**src/hw/rtl/wkm_pkg.sv**
```systemverilog
// ----------------------------------------------------------------------------
// wkm_pkg
// shared constants, payload types and unit interfaces of the k-means core
// ----------------------------------------------------------------------------
package wkm_pkg;

  localparam int MaxSamples  = 256;
  localparam int MaxClusters = 8;
  localparam int Dims        = 4;
  localparam int FeatBits    = 16;

  localparam int SampleAw  = $clog2(MaxSamples);
  localparam int CountW    = SampleAw + 1;
  localparam int ClusterW  = $clog2(MaxClusters);
  localparam int KW        = ClusterW + 1;
  localparam int DimW      = $clog2(Dims + 1);
  localparam int DimIdxW   = (Dims > 1) ? $clog2(Dims) : 1;
  localparam int WeightW   = 12;
  localparam int DistW     = 2 * FeatBits + WeightW + $clog2(Dims) + 1;
  localparam int SumW      = FeatBits + SampleAw;
  localparam int ChgW      = $clog2(MaxClusters * Dims + 1);
  localparam int DivCntW   = $clog2(SumW);
  localparam int LaneLat   = 4;
  localparam int MergeLat  = ClusterW;
  localparam int PipeLat   = LaneLat + MergeLat;
  localparam int CfgIdxW   = 3;
  localparam int CfgDataW  = 12;

  localparam logic [WeightW-1:0] UnitWeight = WeightW'(256);

  typedef logic signed [FeatBits-1:0] feat_t;
  typedef feat_t [Dims-1:0]           vec_t;
  typedef logic [DistW-1:0]           dist_t;

  typedef enum logic [1:0] {
    CMD_CLEAR = 2'd0,
    CMD_LOAD  = 2'd1,
    CMD_RUN   = 2'd2,
    CMD_LABEL = 2'd3
  } cmd_e;

  typedef enum logic [1:0] {
    KIND_ACK    = 2'd0,
    KIND_RESULT = 2'd1,
    KIND_LABEL  = 2'd2,
    KIND_ERROR  = 2'd3
  } kind_e;

  typedef enum logic [CfgIdxW-1:0] {
    REG_CLUSTERS  = 3'd0,
    REG_MAX_EPOCH = 3'd1,
    REG_MIN_CHG   = 3'd2,
    REG_DIMS      = 3'd3,
    REG_WEIGHT0   = 3'd4,
    REG_WEIGHT1   = 3'd5
  } cfg_idx_e;

  typedef struct packed {
    logic [1:0]         command;
    logic [7:0]         sample_index;
    logic signed [15:0] feature_0;
    logic signed [15:0] feature_1;
    logic signed [15:0] feature_2;
    logic signed [15:0] feature_3;
  } in_t;

  typedef struct packed {
    logic [1:0]         kind;
    logic [2:0]         cluster_index;
    logic signed [15:0] centroid_0;
    logic signed [15:0] centroid_1;
    logic signed [15:0] centroid_2;
    logic signed [15:0] centroid_3;
    logic [8:0]         member_count;
    logic [7:0]         epochs_run;
    logic               last_result;
  } out_t;

  typedef struct packed {
    logic              start;
    logic [SumW-1:0]   num;
    logic [CountW-1:0] den;
  } div_req_t;

  typedef struct packed {
    logic            done;
    logic [SumW-1:0] quot;
  } div_rsp_t;

endpackage

```
**src/hw/rtl/wkm_merge.sv**
```systemverilog
// ----------------------------------------------------------------------------
// wkm_merge
// registered min tree over the lane distances, lowest index wins ties
// ----------------------------------------------------------------------------
module wkm_merge (
  input  logic                              clk_i,
  input  logic [wkm_pkg::MaxClusters-1:0]   lane_en_i,
  input  wkm_pkg::dist_t [wkm_pkg::MaxClusters-1:0] dist_i,
  output logic [wkm_pkg::ClusterW-1:0]      best_o
);
  import wkm_pkg::*;

  localparam int Half = MaxClusters / 2;

  logic                v_q [MergeLat][Half];
  dist_t               d_q [MergeLat][Half];
  logic [ClusterW-1:0] i_q [MergeLat][Half];
  logic                v_d [MergeLat][Half];
  dist_t               d_d [MergeLat][Half];
  logic [ClusterW-1:0] i_d [MergeLat][Half];

  always_comb begin
    logic                av, bv;
    dist_t               ad, bd;
    logic [ClusterW-1:0] ai, bi;
    for (int l = 0; l < MergeLat; l++) begin
      for (int e = 0; e < Half; e++) begin
        v_d[l][e] = 1'b0;
        d_d[l][e] = '0;
        i_d[l][e] = '0;
        if (e < (MaxClusters >> (l + 1))) begin
          if (l == 0) begin
            av = lane_en_i[2*e];   ad = dist_i[2*e];   ai = ClusterW'(2*e);
            bv = lane_en_i[2*e+1]; bd = dist_i[2*e+1]; bi = ClusterW'(2*e+1);
          end else begin
            av = v_q[l-1][2*e];   ad = d_q[l-1][2*e];   ai = i_q[l-1][2*e];
            bv = v_q[l-1][2*e+1]; bd = d_q[l-1][2*e+1]; bi = i_q[l-1][2*e+1];
          end
          if (bv && (!av || bd < ad)) begin
            v_d[l][e] = bv; d_d[l][e] = bd; i_d[l][e] = bi;
          end else begin
            v_d[l][e] = av; d_d[l][e] = ad; i_d[l][e] = ai;
          end
        end
      end
    end
  end

  always_ff @(posedge clk_i) begin
    v_q <= v_d;
    d_q <= d_d;
    i_q <= i_d;
  end

  assign best_o = i_q[MergeLat-1][0];

endmodule

```
**config.mk**
```make
export PLATFORM = sky130hd
export DESIGN_NAME = wkm_merge
export DESIGN_NICKNAME = d
export VERILOG_FILES = /design/src/hw/rtl/wkm_pkg.sv /design/src/hw/rtl/wkm_merge.sv
export SDC_FILE = /design/constraint.sdc
export NUM_CORES = 1
export LEC_CHECK = 0
export BUFFER_PORTS_ARGS = -buffer_cell sky130_fd_sc_hd__buf_2
export CAP_MARGIN = 20
export CORE_UTILIZATION = 56
export CTS_CLUSTER_SIZE = 8
export DETAILED_ROUTE_END_ITERATION = 12
export GPL_TIMING_DRIVEN = 1
export PLACE_DENSITY = 0.85
export SKIP_LAST_GASP = 1
export SYNTH_ARGS = -nofsm -noshare
export SYNTH_HDL_FRONTEND = slang
export SYNTH_SLANG_ARGS = --single-unit
```
**constraint.sdc**
```tcl
create_clock -name clk_i -period 3.5 [get_ports clk_i]
set_input_delay 0.175 -clock clk_i [delete_from_list [all_inputs] [get_ports clk_i]]
set_output_delay 0.175 -clock clk_i [all_outputs]
set_load 0.01 [all_outputs]
```
-- Word-level counts from Yosys, hierarchy flattened
Index checks and enable logic that the tools add are counted.
- register bits: 309
- input bits: 385
- output and inout bits: 3
- word-level logic and storage cells: 66
- order comparisons: 7
- multiplexer cells: 19
- reductions and logical operators: 21
- operators by type and width (kind ; number):
    $lt A47 B47 Y1 ; 7
    $mux W47 ; 6
    $mux W1 ; 10
    $mux W3 ; 3
    $logic_and A1 B1 Y1 ; 7
    $logic_not A1 Y1 ; 7
    $logic_or A1 B1 Y1 ; 7

-- Logic depth before layout (Yosys ltp)
Gate-level depths: netlist of the first run.
- depth after elaboration: 4
- mapped depth: 12

-- Worst setup path before layout of the first run
Ideal clock, no wire load.
- path kind: register to register
- start point: reg d_q[459] (netlist bit)
- end point: reg d_q[320] (netlist bit)
- library setup time: 0.121 ns
- arrival time: 2.328 ns
- slack: 1.050 ns
- cell stages (with the launch flop): 13
- buffers on the path: 2
- cell sequence: dfxtp_1 -> inv_1 -> ha_1 -> a21o_1 -> a21o_1 -> a221o_1 -> nand2_1 -> o41ai_1 -> nor4b_2 -> a21oi_1 -> buf_4 -> buf_6 -> mux2_4
- RTL lines (element ; line ; text):
    start: declaration ; wkm_merge.sv:16 ; dist_t d_q [MergeLat][Half];
    start signal: assignment ; wkm_merge.sv:51 ; d_q <= d_d;

==> results.ini, run 1 <==
[drt]
detail_route.wirelength_um=68100
average_wire_per_cell_in_the_routed_design_um=22.9
drc_errors=0
vias=17800
avgViaCountPerCell=5.99
dr.pass1.iters=7
initial_detailed_routing_violation_count=1290
antenna_left=0

[sta]
hold_violations=0
timing.final.max_slew_violations=0
max_clock_freq_mhz=278
setup_viol_count_final=32
final_critical_path_setup_slack_ns=-0.0952
period_needed_ns=3.60
timing.final.crit_share=1.03
max_slew.worst_pin.slew_ns=1.09
final.setup_skew_ns=0.0153
max-slew-margin-rel=0.275

[logic_synthesis]
async_flop_share=0
synth-simple-area-share=0.0583
synth.lib_cells_used.distinct=49
syn-num-nets=2469
netlist_area_um2=17800
synth_ff_type=sky130_fd_sc_hd__dfxtp_1
post_synth_mux_area_share=0.191
number_of_enable_flip_flop_cells_after_synthesis=0
synth_warnings=0
synthAdderAreaFrac=0.227
seq_area_frac_synth=0.337
synth_compound_area_frac=0.103
yosys.area_share.xor_xnor=0
synth_top_family_by_area=adder cells
ys_seq_elements=299
post_synthesis_cells=1762
syn_area_per_cell_um2=10.1

[placement]
dp_worst_setup_slack_ns=0.118
routabilityCongestion=0.910
place.port_buffers=387
hpwl_um=37100

[final_layout]
drive_gt1_frac=0.280
nets=3272
n_fill_cell=1499
areaGrowthSynthToFinish_pct=42.6

[setup_path]
worstSetupStartpoint=dist_i[96]
crit_type=primary input to flop
cp_slowest_cell=sky130_fd_sc_hd__dlygate4sd3_1
worst_path_dominant_cell_family=buffers and inverters
buffers_plus_inverters_on_the_worst_setup_path=6
critical_path.most_common_cell=sky130_fd_sc_hd__dlygate4sd3_1
crit_path_start_kind=primary input
crit_arrival_ns=3.98
max_stage_delay_ns=0.60
path_max_fanout=6
timing.rr.start=d_q[457]$_DFF_P_
crit_path_cell_trace=dlygate4sd3_1 > buf_2 > inv_1 > ha_1 > a21o_1 > a31oi_1 > o21ai_1 > o21ai_2 > a2111oi_4 > o31ai_4 > nand2_4 > buf_4 > clkbuf_16 > mux2_2 > dlygate4sd3_1
critPathRequiredTime_ns=3.88
worst_setup_path_end_kind=flop

[power]
cellPowerDensity_nw_per_um2=435
total_leakage_power_nw=13.3
peak_supply_drop_mv=0.310
fin_total_pwr_mw=11.0

[outcome]
run_status=complete, but fails checks
failed_checks=negative setup slack

[flow_run]
cap_violations=0

[floorplan]
dieArea_um2=32500
placement_rows=64
start_util=0.575
io_pins=388
width_of_the_chip_um=180
design.core.area_um2=30900
floorplan.die.height_um=180

[worst_hold_path]
worstHoldPathType=primary input to flop
holdCritStartpoint=lane_en_i[5]

[clock_tree]
cts_max_level=2
clk_pin_slew_ns=0.05
tritoncts=done
total_clock_buffers_created_by_cts=43
cts_root_buffer=sky130_fd_sc_hd__clkbuf_16
cts.path.max_buffers=3
insertion_delay_ns=0.52
cts.sinks=299

[grt]
largest_net_degree_at_the_start_of_global_routing=50
gr-usage-all-layers=0.409
grt_antenna_before_repair=16
grt_pass1_vias=19900
grt_pass1_wl_um=103000
gr-total-overflow=0

-- routing by layer --
layer  part of all wire  vias to the layer above  GRT usage
met5            0.00050                        -    0.00296
met3              0.076                      573      0.118
met2               0.49                     1235      0.717
met4               0.10                        6      0.375
li1                   -                     7740          -
met1               0.34                     8265      0.387
-- per-stage QoR --
step / area, um^2 / util / TNS (ns) / hold slack, ns / std cells
2_1_floorplan: 17800 / - / 0 / 0.279 / 1762
3_3_place_gp: 20200 / 0.652 / 0 / 0.383 / 2525
3_5_place_dp: 20200 / 0.652 / 0 / 0.388 / 2525
4_1_cts: 25100 / 0.813 / 0 / 0.116 / 2955
5_1_grt: 25400 / 0.820 / -10.25 / 0.155 / 2970
6_report: 25400 / 0.821 / -1.91 / 0.148 / 2975
-- cell usage in the layout, fill, tap and decap left out, types with 6 or more instances in the layout --
cell type / n
sky130_fd_sc_hd__inv_1: 335
sky130_fd_sc_hd__mux2_4: 47
sky130_fd_sc_hd__dlygate4sd3_1: 383
sky130_fd_sc_hd__nor2_1: 21
sky130_fd_sc_hd__nand2b_1: 7
sky130_fd_sc_hd__o21a_1: 6
sky130_fd_sc_hd__mux2_1: 49
sky130_fd_sc_hd__a31oi_1: 6
sky130_fd_sc_hd__diode_2: 13
sky130_fd_sc_hd__clkbuf_16: 46
sky130_fd_sc_hd__o21ai_0: 36
sky130_fd_sc_hd__nor4_1: 7
sky130_fd_sc_hd__mux2_2: 190
sky130_fd_sc_hd__o211ai_1: 8
sky130_fd_sc_hd__ha_1: 322
sky130_fd_sc_hd__nand3_1: 8
sky130_fd_sc_hd__dfxtp_1: 299
sky130_fd_sc_hd__a21o_1: 85
sky130_fd_sc_hd__buf_4: 11
sky130_fd_sc_hd__nand2_1: 57
sky130_fd_sc_hd__nand4_1: 59
sky130_fd_sc_hd__a21oi_1: 108
sky130_fd_sc_hd__buf_2: 387
sky130_fd_sc_hd__a211oi_1: 11
sky130_fd_sc_hd__o21ai_1: 7
sky130_fd_sc_hd__or2_2: 8
-- worst min-delay path, delay by kind of cell --
kind                   cells  cell delay [ns]
buffers and inverters      3             0.37
AND/OR/NAND/NOR            1             0.06
-- final timing paths --
kind                           end  slack (ns)  cells past startpoint
hold reg to reg    i_q[21]$_DFF_P_        0.43                      1
hold / removal     i_q[27]$_DFF_P_        0.15                      4
setup / recovery  d_q[486]$_DFF_P_        -0.1                     15
setup reg to reg  d_q[292]$_DFF_P_        0.21                     11
-- where the power goes --
part | internal [mW] | switching (mW) | leakage (nW)
logic | 1.66 | 1.57 | 10.2
registers | 3.88 | 0.277 | 2.52
clock network | 2.22 | 1.41 | 0.550
-- state kept, by name, indices dropped and copies added (netlist names) --
signal and cells:
best_o 3, i_q 8, d_q 282, v_q 6
-- cells in the mapped netlist (all sizes together), types with 2 or more instances --
master / number / area (um^2)
a2111oi: 2 / 23.8
a211oi: 12 / 90.1
a21o: 85 / 638
a21oi: 110 / 551
a221o: 2 / 20.0
a221oi: 5 / 56.3
a31oi: 7 / 43.8
and2: 2 / 12.5
and4: 5 / 43.8
buf: 33 / 248
dfxtp: 299 / 5990
ha: 322 / 4030
inv: 335 / 1260
mux2: 286 / 3400
nand2: 61 / 231
nand2b: 7 / 43.8
nand3: 8 / 40.0
nand4: 59 / 369
nor2: 21 / 78.8
nor2b: 5 / 31.3
nor3: 5 / 25.0
nor4: 10 / 62.6
o211ai: 8 / 60.1
o21a: 6 / 45.0
o21ai: 44 / 220
o41ai: 2 / 25.0
or2: 10 / 62.6
-- timing repair --
action | in CTS | in global routing
setup endpoints to repair | 0 | 125
hold buffers | 384 | 0
hold endpoints to repair | 192 | 0
gates resized for setup | 0 | 21
buffers inserted | 0 | 3
-- cell type report --
type,count,area [um^2],share of cell area
Clock buffer,44,1080,0.0426
Antenna cell,13,32.5,0.00128
Multi-Input combinational cell,1096,10400,0.411
Timing Repair Buffer,790,6050,0.238
Tap cell,396,495,0.0195
Inverter,335,1260,0.0496
Sequential cell,299,5990,0.236
Clock inverter,2,38.8,0.00153
-- kinds of logic after synthesis --
group / count (synthesis)
AOI/OAI and AO/OA: 290
adders and majority gates: 322
buffers and inverters: 368
DFF: 299
muxes: 286
and+or+nand+nor: 197
Note: power is estimated with default switching activity, not from simulation.
==> run 2, diff against run 1 <==
CORE_UTILIZATION = 57   (was 56)
CTS_BUF_LIST = sky130_fd_sc_hd__clkbuf_2 sky130_fd_sc_hd__clkbuf_4 sky130_fd_sc_hd__clkbuf_8   (was not set)
PLACE_DENSITY = 0.86   (was 0.85)
==> run 2 against run 1 <==
Total power is 3.3% lower. Non-clock buffer count is 11 higher. Global-route usage is 0.30 points lower. Register-to-register slack worse by 0.72 ns. Fmax is 11% lower. Core utilization is 0.88 points higher. Design area is 0.28% higher. Highest routed layer unchanged. Sequential cell count stayed put. Critical path type unchanged. Worst hold slack worse by 0.16 ns. The flow finishes with violations (negative hold slack, negative setup slack). Critical path depth is 1 lower. Die area is 1.7% lower. Count of clock-buffer cells in the layout is 29 higher.
==> results.ini, run 2 (synthesized netlist as in run 1, its figures left out) <==
[final_layout]
post_layout_nonfiller_instances=3016  ; +1.4%
layout_commonest_cell=sky130_fd_sc_hd__buf_2
mostFrequentLayoutCells=386 x sky130_fd_sc_hd__buf_2, 381 x sky130_fd_sc_hd__dlygate4sd3_1, 334 x sky130_fd_sc_hd__inv_1
regMostFlops=d_q
n_fill_cell=1454  ; -3.0%
largest_register_ffs=282  ; unchanged
drive_gt1_frac=0.297  ; +0.0171
nets=3288  ; +0.49%
multi_input_area_um2=10500  ; +0.69%
sequential_cell_area_um2=5990  ; unchanged
largestRegisters=d_q: 282 flops, i_q: 8 flops, v_q: 6 flops
areaGrowthSynthToFinish_pct=43.0

[sta]
timing.final.crit_share=1.16  ; +0.130
period_needed_ns=4.05  ; +0.456 ns
setup_repair_after_global_routing_missed_its_margin=yes
final_critical_path_setup_slack_ns=-0.551  ; -0.456 ns
max_slew.worst_pin.slew_ns=1.36  ; +0.270 ns
max_clock_freq_mhz=247  ; -11%
setup_viol_count_final=143  ; +350%
max-slew-margin-rel=0.0952  ; -0.180
worst_hold_margin_ns=-0.0133  ; -0.161 ns
hold_violations=1  ; +1
final.setup_skew_ns=0.0243  ; +0.00905 ns
timing.final.max_slew_violations=0  ; unchanged

[worst_hold_path]
timing.hold.worst_path_depth=2  ; -2
hold_path_end=d_q[460]$_DFF_P_
holdCritStartpoint=dist_i[225]
worstHoldPathType=primary input to flop

[setup_path]
crit_path_cell_trace=dlygate4sd3_1 > buf_2 > inv_1 > ha_1 > a21oi_1 > o21ai_0 > a211oi_2 > a21oi_2 > a2111oi_4 > a31oi_4 > buf_12 > clkbuf_16 > mux2_1 > dlygate4sd3_1
max_stage_delay_ns=1.01  ; +0.41 ns
timing.reg2reg.worst_path_depth=11  ; unchanged
worst_path_dominant_cell_family=compound AO/OA/AOI/OAI gates
critical_path.most_common_cell=sky130_fd_sc_hd__dlygate4sd3_1
critPathRequiredTime_ns=3.92  ; +0.04 ns
regToRegSetupSlack_ns=-0.51  ; -0.72 ns
path_max_fanout=14  ; +8
crit_path_start_kind=primary input
crit_type=primary input to flop
timing.rr.start=d_q[548]$_DFF_P_
cp_slowest_cell=sky130_fd_sc_hd__o21ai_0
critical_path.reg2reg.endpoint=d_q[368]$_DFF_P_
buffers_plus_inverters_on_the_worst_setup_path=6  ; unchanged
crit_arrival_ns=4.48  ; +0.50 ns
worst_setup_path_end_kind=flop

[drt]
dr.pass1.iters=7  ; unchanged
drc_errors=0  ; unchanged
antenna_left=0  ; unchanged
avgViaCountPerCell=5.95  ; -0.68%
initial_detailed_routing_violation_count=1480  ; +15%
vias=17900  ; +0.69%
average_wire_per_cell_in_the_routed_design_um=23.3  ; +1.9%
detail_route.wirelength_um=70400  ; +3.3%

[clock_tree]
total_clock_buffers_created_by_cts=48  ; +12%
clk_pin_slew_ns=0.07  ; +0.02 ns
cts.sinks=299  ; unchanged
insertion_delay_ns=0.55  ; +0.03 ns
tritoncts=done
cts.path.max_buffers=3  ; unchanged
cts_root_buffer=sky130_fd_sc_hd__clkbuf_8
cts_max_level=2  ; unchanged

[outcome]
run_status=complete, but fails checks
failed_checks=negative hold slack, negative setup slack

[power]
cellPowerDensity_nw_per_um2=419  ; -3.5%
peak_supply_drop_mv=0.218  ; -30%
total_leakage_power_nw=13.3  ; +0.37%

[grt]
grt_pass1_vias=19200  ; -3.5%
largest_net_degree_at_the_start_of_global_routing=50  ; unchanged
grt_pass1_wl_um=98300  ; -4.7%
grt_antenna_before_repair=19  ; +3
gr-usage-all-layers=0.406  ; -0.00296
gr-total-overflow=0  ; unchanged

[floorplan]
floorplan.die.height_um=179  ; -0.87%
placement_rows=64  ; unchanged
io_pins=388  ; unchanged
design.core.area_um2=30700  ; -0.78%
start_util=0.580  ; +0.00451
dieArea_um2=31900  ; -1.7%
width_of_the_chip_um=179  ; -0.87%

[placement]
hpwl_um=37800  ; +1.9%
numPlacedInstances=2525  ; unchanged
routabilityCongestion=0.906  ; -0.40%
dp_worst_setup_slack_ns=0.147  ; +0.0288 ns
place.port_buffers=387  ; unchanged

[flow_run]
cap_violations=0  ; unchanged

-- run 2: metrics by stage --
step / utilization / setup TNS, ns / total power [mW] / cell area, um^2
final: 0.830 / -37.06 / 10.7 / 25400
after global placement: 0.657 / 0 / 6.53 / 20200
after detailed placement: 0.657 / 0 / 6.67 / 20200
after floorplan: - / 0 / 5.79 / 17800
after CTS: 0.813 / 0 / 10.1 / 24900
after global routing: 0.829 / -72.63 / 11.1 / 25400
-- run 2: worst max-delay path by stage --
| stage | start | end | depth (start not counted) |
|---|---|---|---|
| 2_1_floorplan | d_q[459]$_DFF_P_ | d_q[320]$_DFF_P_ | 12 |
| 3_3_place_gp | d_q[457]$_DFF_P_ | d_q[295]$_DFF_P_ | 11 |
| 3_5_place_dp | d_q[456]$_DFF_P_ | d_q[290]$_DFF_P_ | 11 |
| 4_1_cts | dist_i[46] | d_q[523]$_DFF_P_ | 14 |
| 5_1_grt | dist_i[35] | d_q[547]$_DFF_P_ | 16 |
| 6_report | dist_i[24] | d_q[547]$_DFF_P_ | 14 |
-- run 2: repair_timing --
action | in CTS | in global routing
endpoints found under the setup margin | 0 | 175
setup buffers | 0 | 14
hold buffers | 384 | 0
hold endpoints to repair | 192 | 0
resized for setup | 0 | 45
-- run 2: cell type report --
class                      instances  area share
sequential                       299       0.235
antenna                           13     0.00128
timing repair buffer             801       0.244
tap                              396      0.0195
inverter                         335      0.0496
clock buffer                      73      0.0365
clock inverter                     3    0.000590
multi-input combinational       1096       0.413
-- run 2: power breakdown --
part | internal (mW) | switching, mW
registers | 3.87 | 0.307
clock network | 1.67 | 1.37
logic | 1.77 | 1.67
total | 7.31 | 3.35
-- run 2: metal layers --
layer / wire length [um] / vias to the layer above / global-route usage
met1: 23400 / 8288 / 0.382
met5: 243 / - / 0.0304
met2: 33100 / 1296 / 0.706
met3: 7520 / 543 / 0.158
met4: 6170 / 20 / 0.310
li1: - / 7795 / -
==> run 3, diff against run 2 <==
CORE_MARGIN = 3   (was not set)
CORE_UTILIZATION = 51   (was 57)
PLACE_DENSITY = 0.82   (was 0.86)
clock period = 3.7 ns   (was 3.5 ns; I/O delays follow)
==> run 3 against run 2 <==
The flow now finishes without violations. Sequential share of layout area grew 0.37 points. Count of clock-buffer cells in the layout grew 4. First-iteration DRC count shrank 44%. Via count shrank 6.6%. Non-clock buffer count shrank 17. Core utilization shrank 9.2 points. Clock power shrank 4%. Setup slack gained 0.61 ns. Register-to-register slack gained 1.0 ns. Die area grew 16%. Total power shrank 8.4%. Sequential cell count is the same. Highest routed layer unchanged.
==> results.ini, run 3 (synthesized netlist as in run 1, its figures left out) <==
[sta]
max-slew-margin-rel=0.309  ; +0.214
worst_hold_margin_ns=0.152  ; +0.165 ns
timing.final.max_slew_violations=0  ; unchanged
setup_repair_after_global_routing_missed_its_margin=no
final.setup_skew_ns=0.0249  ; +0.000609 ns
setup_viol_count_final=0  ; -100%
max_slew.worst_pin.slew_ns=1.01  ; -0.347 ns
final_sum_of_negative_setup_slack_ns=0  ; +37.06 ns
max_clock_freq_mhz=275
final_critical_path_setup_slack_ns=0.0632  ; +0.614 ns
period_needed_ns=3.64
timing.final.crit_share=0.983
hold_violations=0  ; -1

[grt]
largest_net_degree_at_the_start_of_global_routing=50  ; unchanged
gr-total-overflow=0  ; unchanged
grt_pass1_vias=18700  ; -2.5%
grt_antenna_before_repair=5  ; -14
gr-usage-all-layers=0.325  ; -0.0812
grt_pass1_wl_um=94800  ; -3.5%

[placement]
numPlacedInstances=2577  ; +2.1%
routabilityCongestion=0.876  ; -3.4%
hpwl_um=38600  ; +2.2%
placed_cell_area_um2=20200  ; +0.26%
place.port_buffers=387  ; unchanged
dp_worst_setup_slack_ns=0.210  ; +0.0624 ns

[setup_path]
worst_path_dominant_cell_family=buffers and inverters
critical_path.reg2reg.endpoint=d_q[287]$_DFF_P_
buffers_plus_inverters_on_the_worst_setup_path=6  ; unchanged
timing.rr.start=d_q[455]$_DFF_P_
cp_slowest_cell=sky130_fd_sc_hd__nor4_1
crit_arrival_ns=4.06  ; -0.42 ns
path_max_fanout=27  ; +13
critical_path_cell_count=14  ; unchanged
max_stage_delay_ns=0.62  ; -0.39 ns
crit_end=d_q[451]$_DFF_P_
regToRegSetupSlack_ns=0.53  ; +1.04 ns
crit_path_start_kind=primary input
crit_path_cell_trace=dlygate4sd3_1 > buf_2 > inv_1 > ha_1 > nand4_1 > nor4_1 > buf_4 > nand3_1 > a21oi_1 > o21ai_1 > nand2_2 > buf_4 > mux2_1 > dlygate4sd3_1
worstSetupStartpoint=dist_i[233]
critPathRequiredTime_ns=4.13  ; +0.21 ns
timing.reg2reg.worst_path_depth=11  ; unchanged
worst_setup_path_end_kind=flop
crit_type=primary input to flop

[final_layout]
largestRegisters=d_q: 282 flops, i_q: 8 flops, v_q: 6 flops
utilization=0.738  ; -0.0917
post_layout_nonfiller_instances=3050  ; +1.1%
regMostFlops=d_q
n_fill_cell=2067  ; +42%
finalInstanceArea_um2=25100  ; -1.5%
drive_gt1_frac=0.285  ; -0.0118
largest_register_ffs=282  ; unchanged
areaGrowthSynthToFinish_pct=40.8
layout_commonest_cell=sky130_fd_sc_hd__buf_2
nets=3271  ; -0.52%
mostFrequentLayoutCells=387 x sky130_fd_sc_hd__buf_2, 384 x sky130_fd_sc_hd__dlygate4sd3_1, 335 x sky130_fd_sc_hd__inv_1

[flow_run]
cap_violations=0  ; unchanged

[floorplan]
design.core.area_um2=34000  ; +11%
io_pins=388  ; unchanged
width_of_the_chip_um=193  ; +7.9%
placement_rows=67  ; +4.7%
start_util=0.524  ; -0.0561
floorplan.die.height_um=193  ; +7.9%
dieArea_um2=37200  ; +16%

[clock_tree]
cts.path.max_buffers=3  ; unchanged
cts.sinks=299  ; unchanged
post-cts-setup-buffers=0  ; unchanged
cts_max_level=2  ; unchanged
tritoncts=done
cts_root_buffer=sky130_fd_sc_hd__clkbuf_8
total_clock_buffers_created_by_cts=48  ; unchanged
insertion_delay_ns=0.56  ; about the same
clk_pin_slew_ns=0.06  ; about the same

[worst_hold_path]
worstHoldPathType=primary input to flop

[drt]
average_wire_per_cell_in_the_routed_design_um=20.3  ; -13%
detail_route.wirelength_um=61900  ; -12%
avgViaCountPerCell=5.49  ; -7.6%
dr.pass1.iters=5  ; -2
initial_detailed_routing_violation_count=836  ; -44%
antenna_left=0  ; unchanged
drc_errors=0  ; unchanged
vias=16800  ; -6.6%

[power]
total_leakage_power_nw=13.1  ; -1.3%
cellPowerDensity_nw_per_um2=390  ; -7.0%
fin_total_pwr_mw=9.77  ; -8.4%
peak_supply_drop_mv=0.255  ; +17%

[outcome]
run_status=finished clean

-- run 3: cell types whose count changed in the layout (fill, tap and decap cells not counted), sizes merged, moves of 2 or more --
cell and change:
buf -14, diode -7, dlygate4sd3 +3, dlymetal6s4s -2, inv +2
-- run 3: worst min path at each step --
stage	from	end	slack, ns	cells after the start
2_1_floorplan	lane_en_i[3]	v_q[10]$_DFF_P_	0.29	1
5_1_grt	lane_en_i[1]	i_q[33]$_DFF_P_	0.13	4
6_report	lane_en_i[5]	i_q[27]$_DFF_P_	0.15	4
3_3_place_gp	lane_en_i[0]	v_q[11]$_DFF_P_	0.40	2
4_1_cts	lane_en_i[1]	i_q[33]$_DFF_P_	0.11	4
3_5_place_dp	lane_en_i[4]	v_q[9]$_DFF_P_	0.40	2
-- run 3: what timing repair did --
action / in CTS / in global routing
endpoints found under the hold margin: 192 / 0
hold buffers: 384 / 0
resized for setup: 0 / 1
endpoints found under the setup margin: 0 / 30
-- run 3: power by group --
group / switching [mW] / internal [mW] / total, mW
logic: 1.38 / 1.56 / 2.94
registers: 0.253 / 3.66 / 3.91
clock network: 1.27 / 1.64 / 2.91
total: 2.91 / 6.86 / 9.77
-- run 3: tightest hold or removal path: stages --
cell                      delay [ns]
sky130_fd_sc_hd__buf_2          0.09
sky130_fd_sc_hd__nand2_2        0.05
sky130_fd_sc_hd__buf_4          0.25
sky130_fd_sc_hd__inv_1          0.09
-- run 3: layout make-up --
cell class | instances | area (um^2) | area share
inverter | 335 | 1260 | 0.0502
clock inverter | 5 | 53.8 | 0.00215
antenna | 6 | 15.0 | 0.000599
tap | 448 | 561 | 0.0224
timing repair buffer | 784 | 5920 | 0.236
clock buffer | 77 | 922 | 0.0368
multi-input combinational | 1096 | 10300 | 0.413
sequential | 299 | 5990 | 0.239
-- run 3: layer usage --
layer,track usage,up-vias,share of wire
met5,0,-,0.00026
met4,0.198,2,0.064
met3,0.0698,326,0.064
met2,0.600,817,0.51
met1,0.333,7874,0.36
li1,-,7738,-
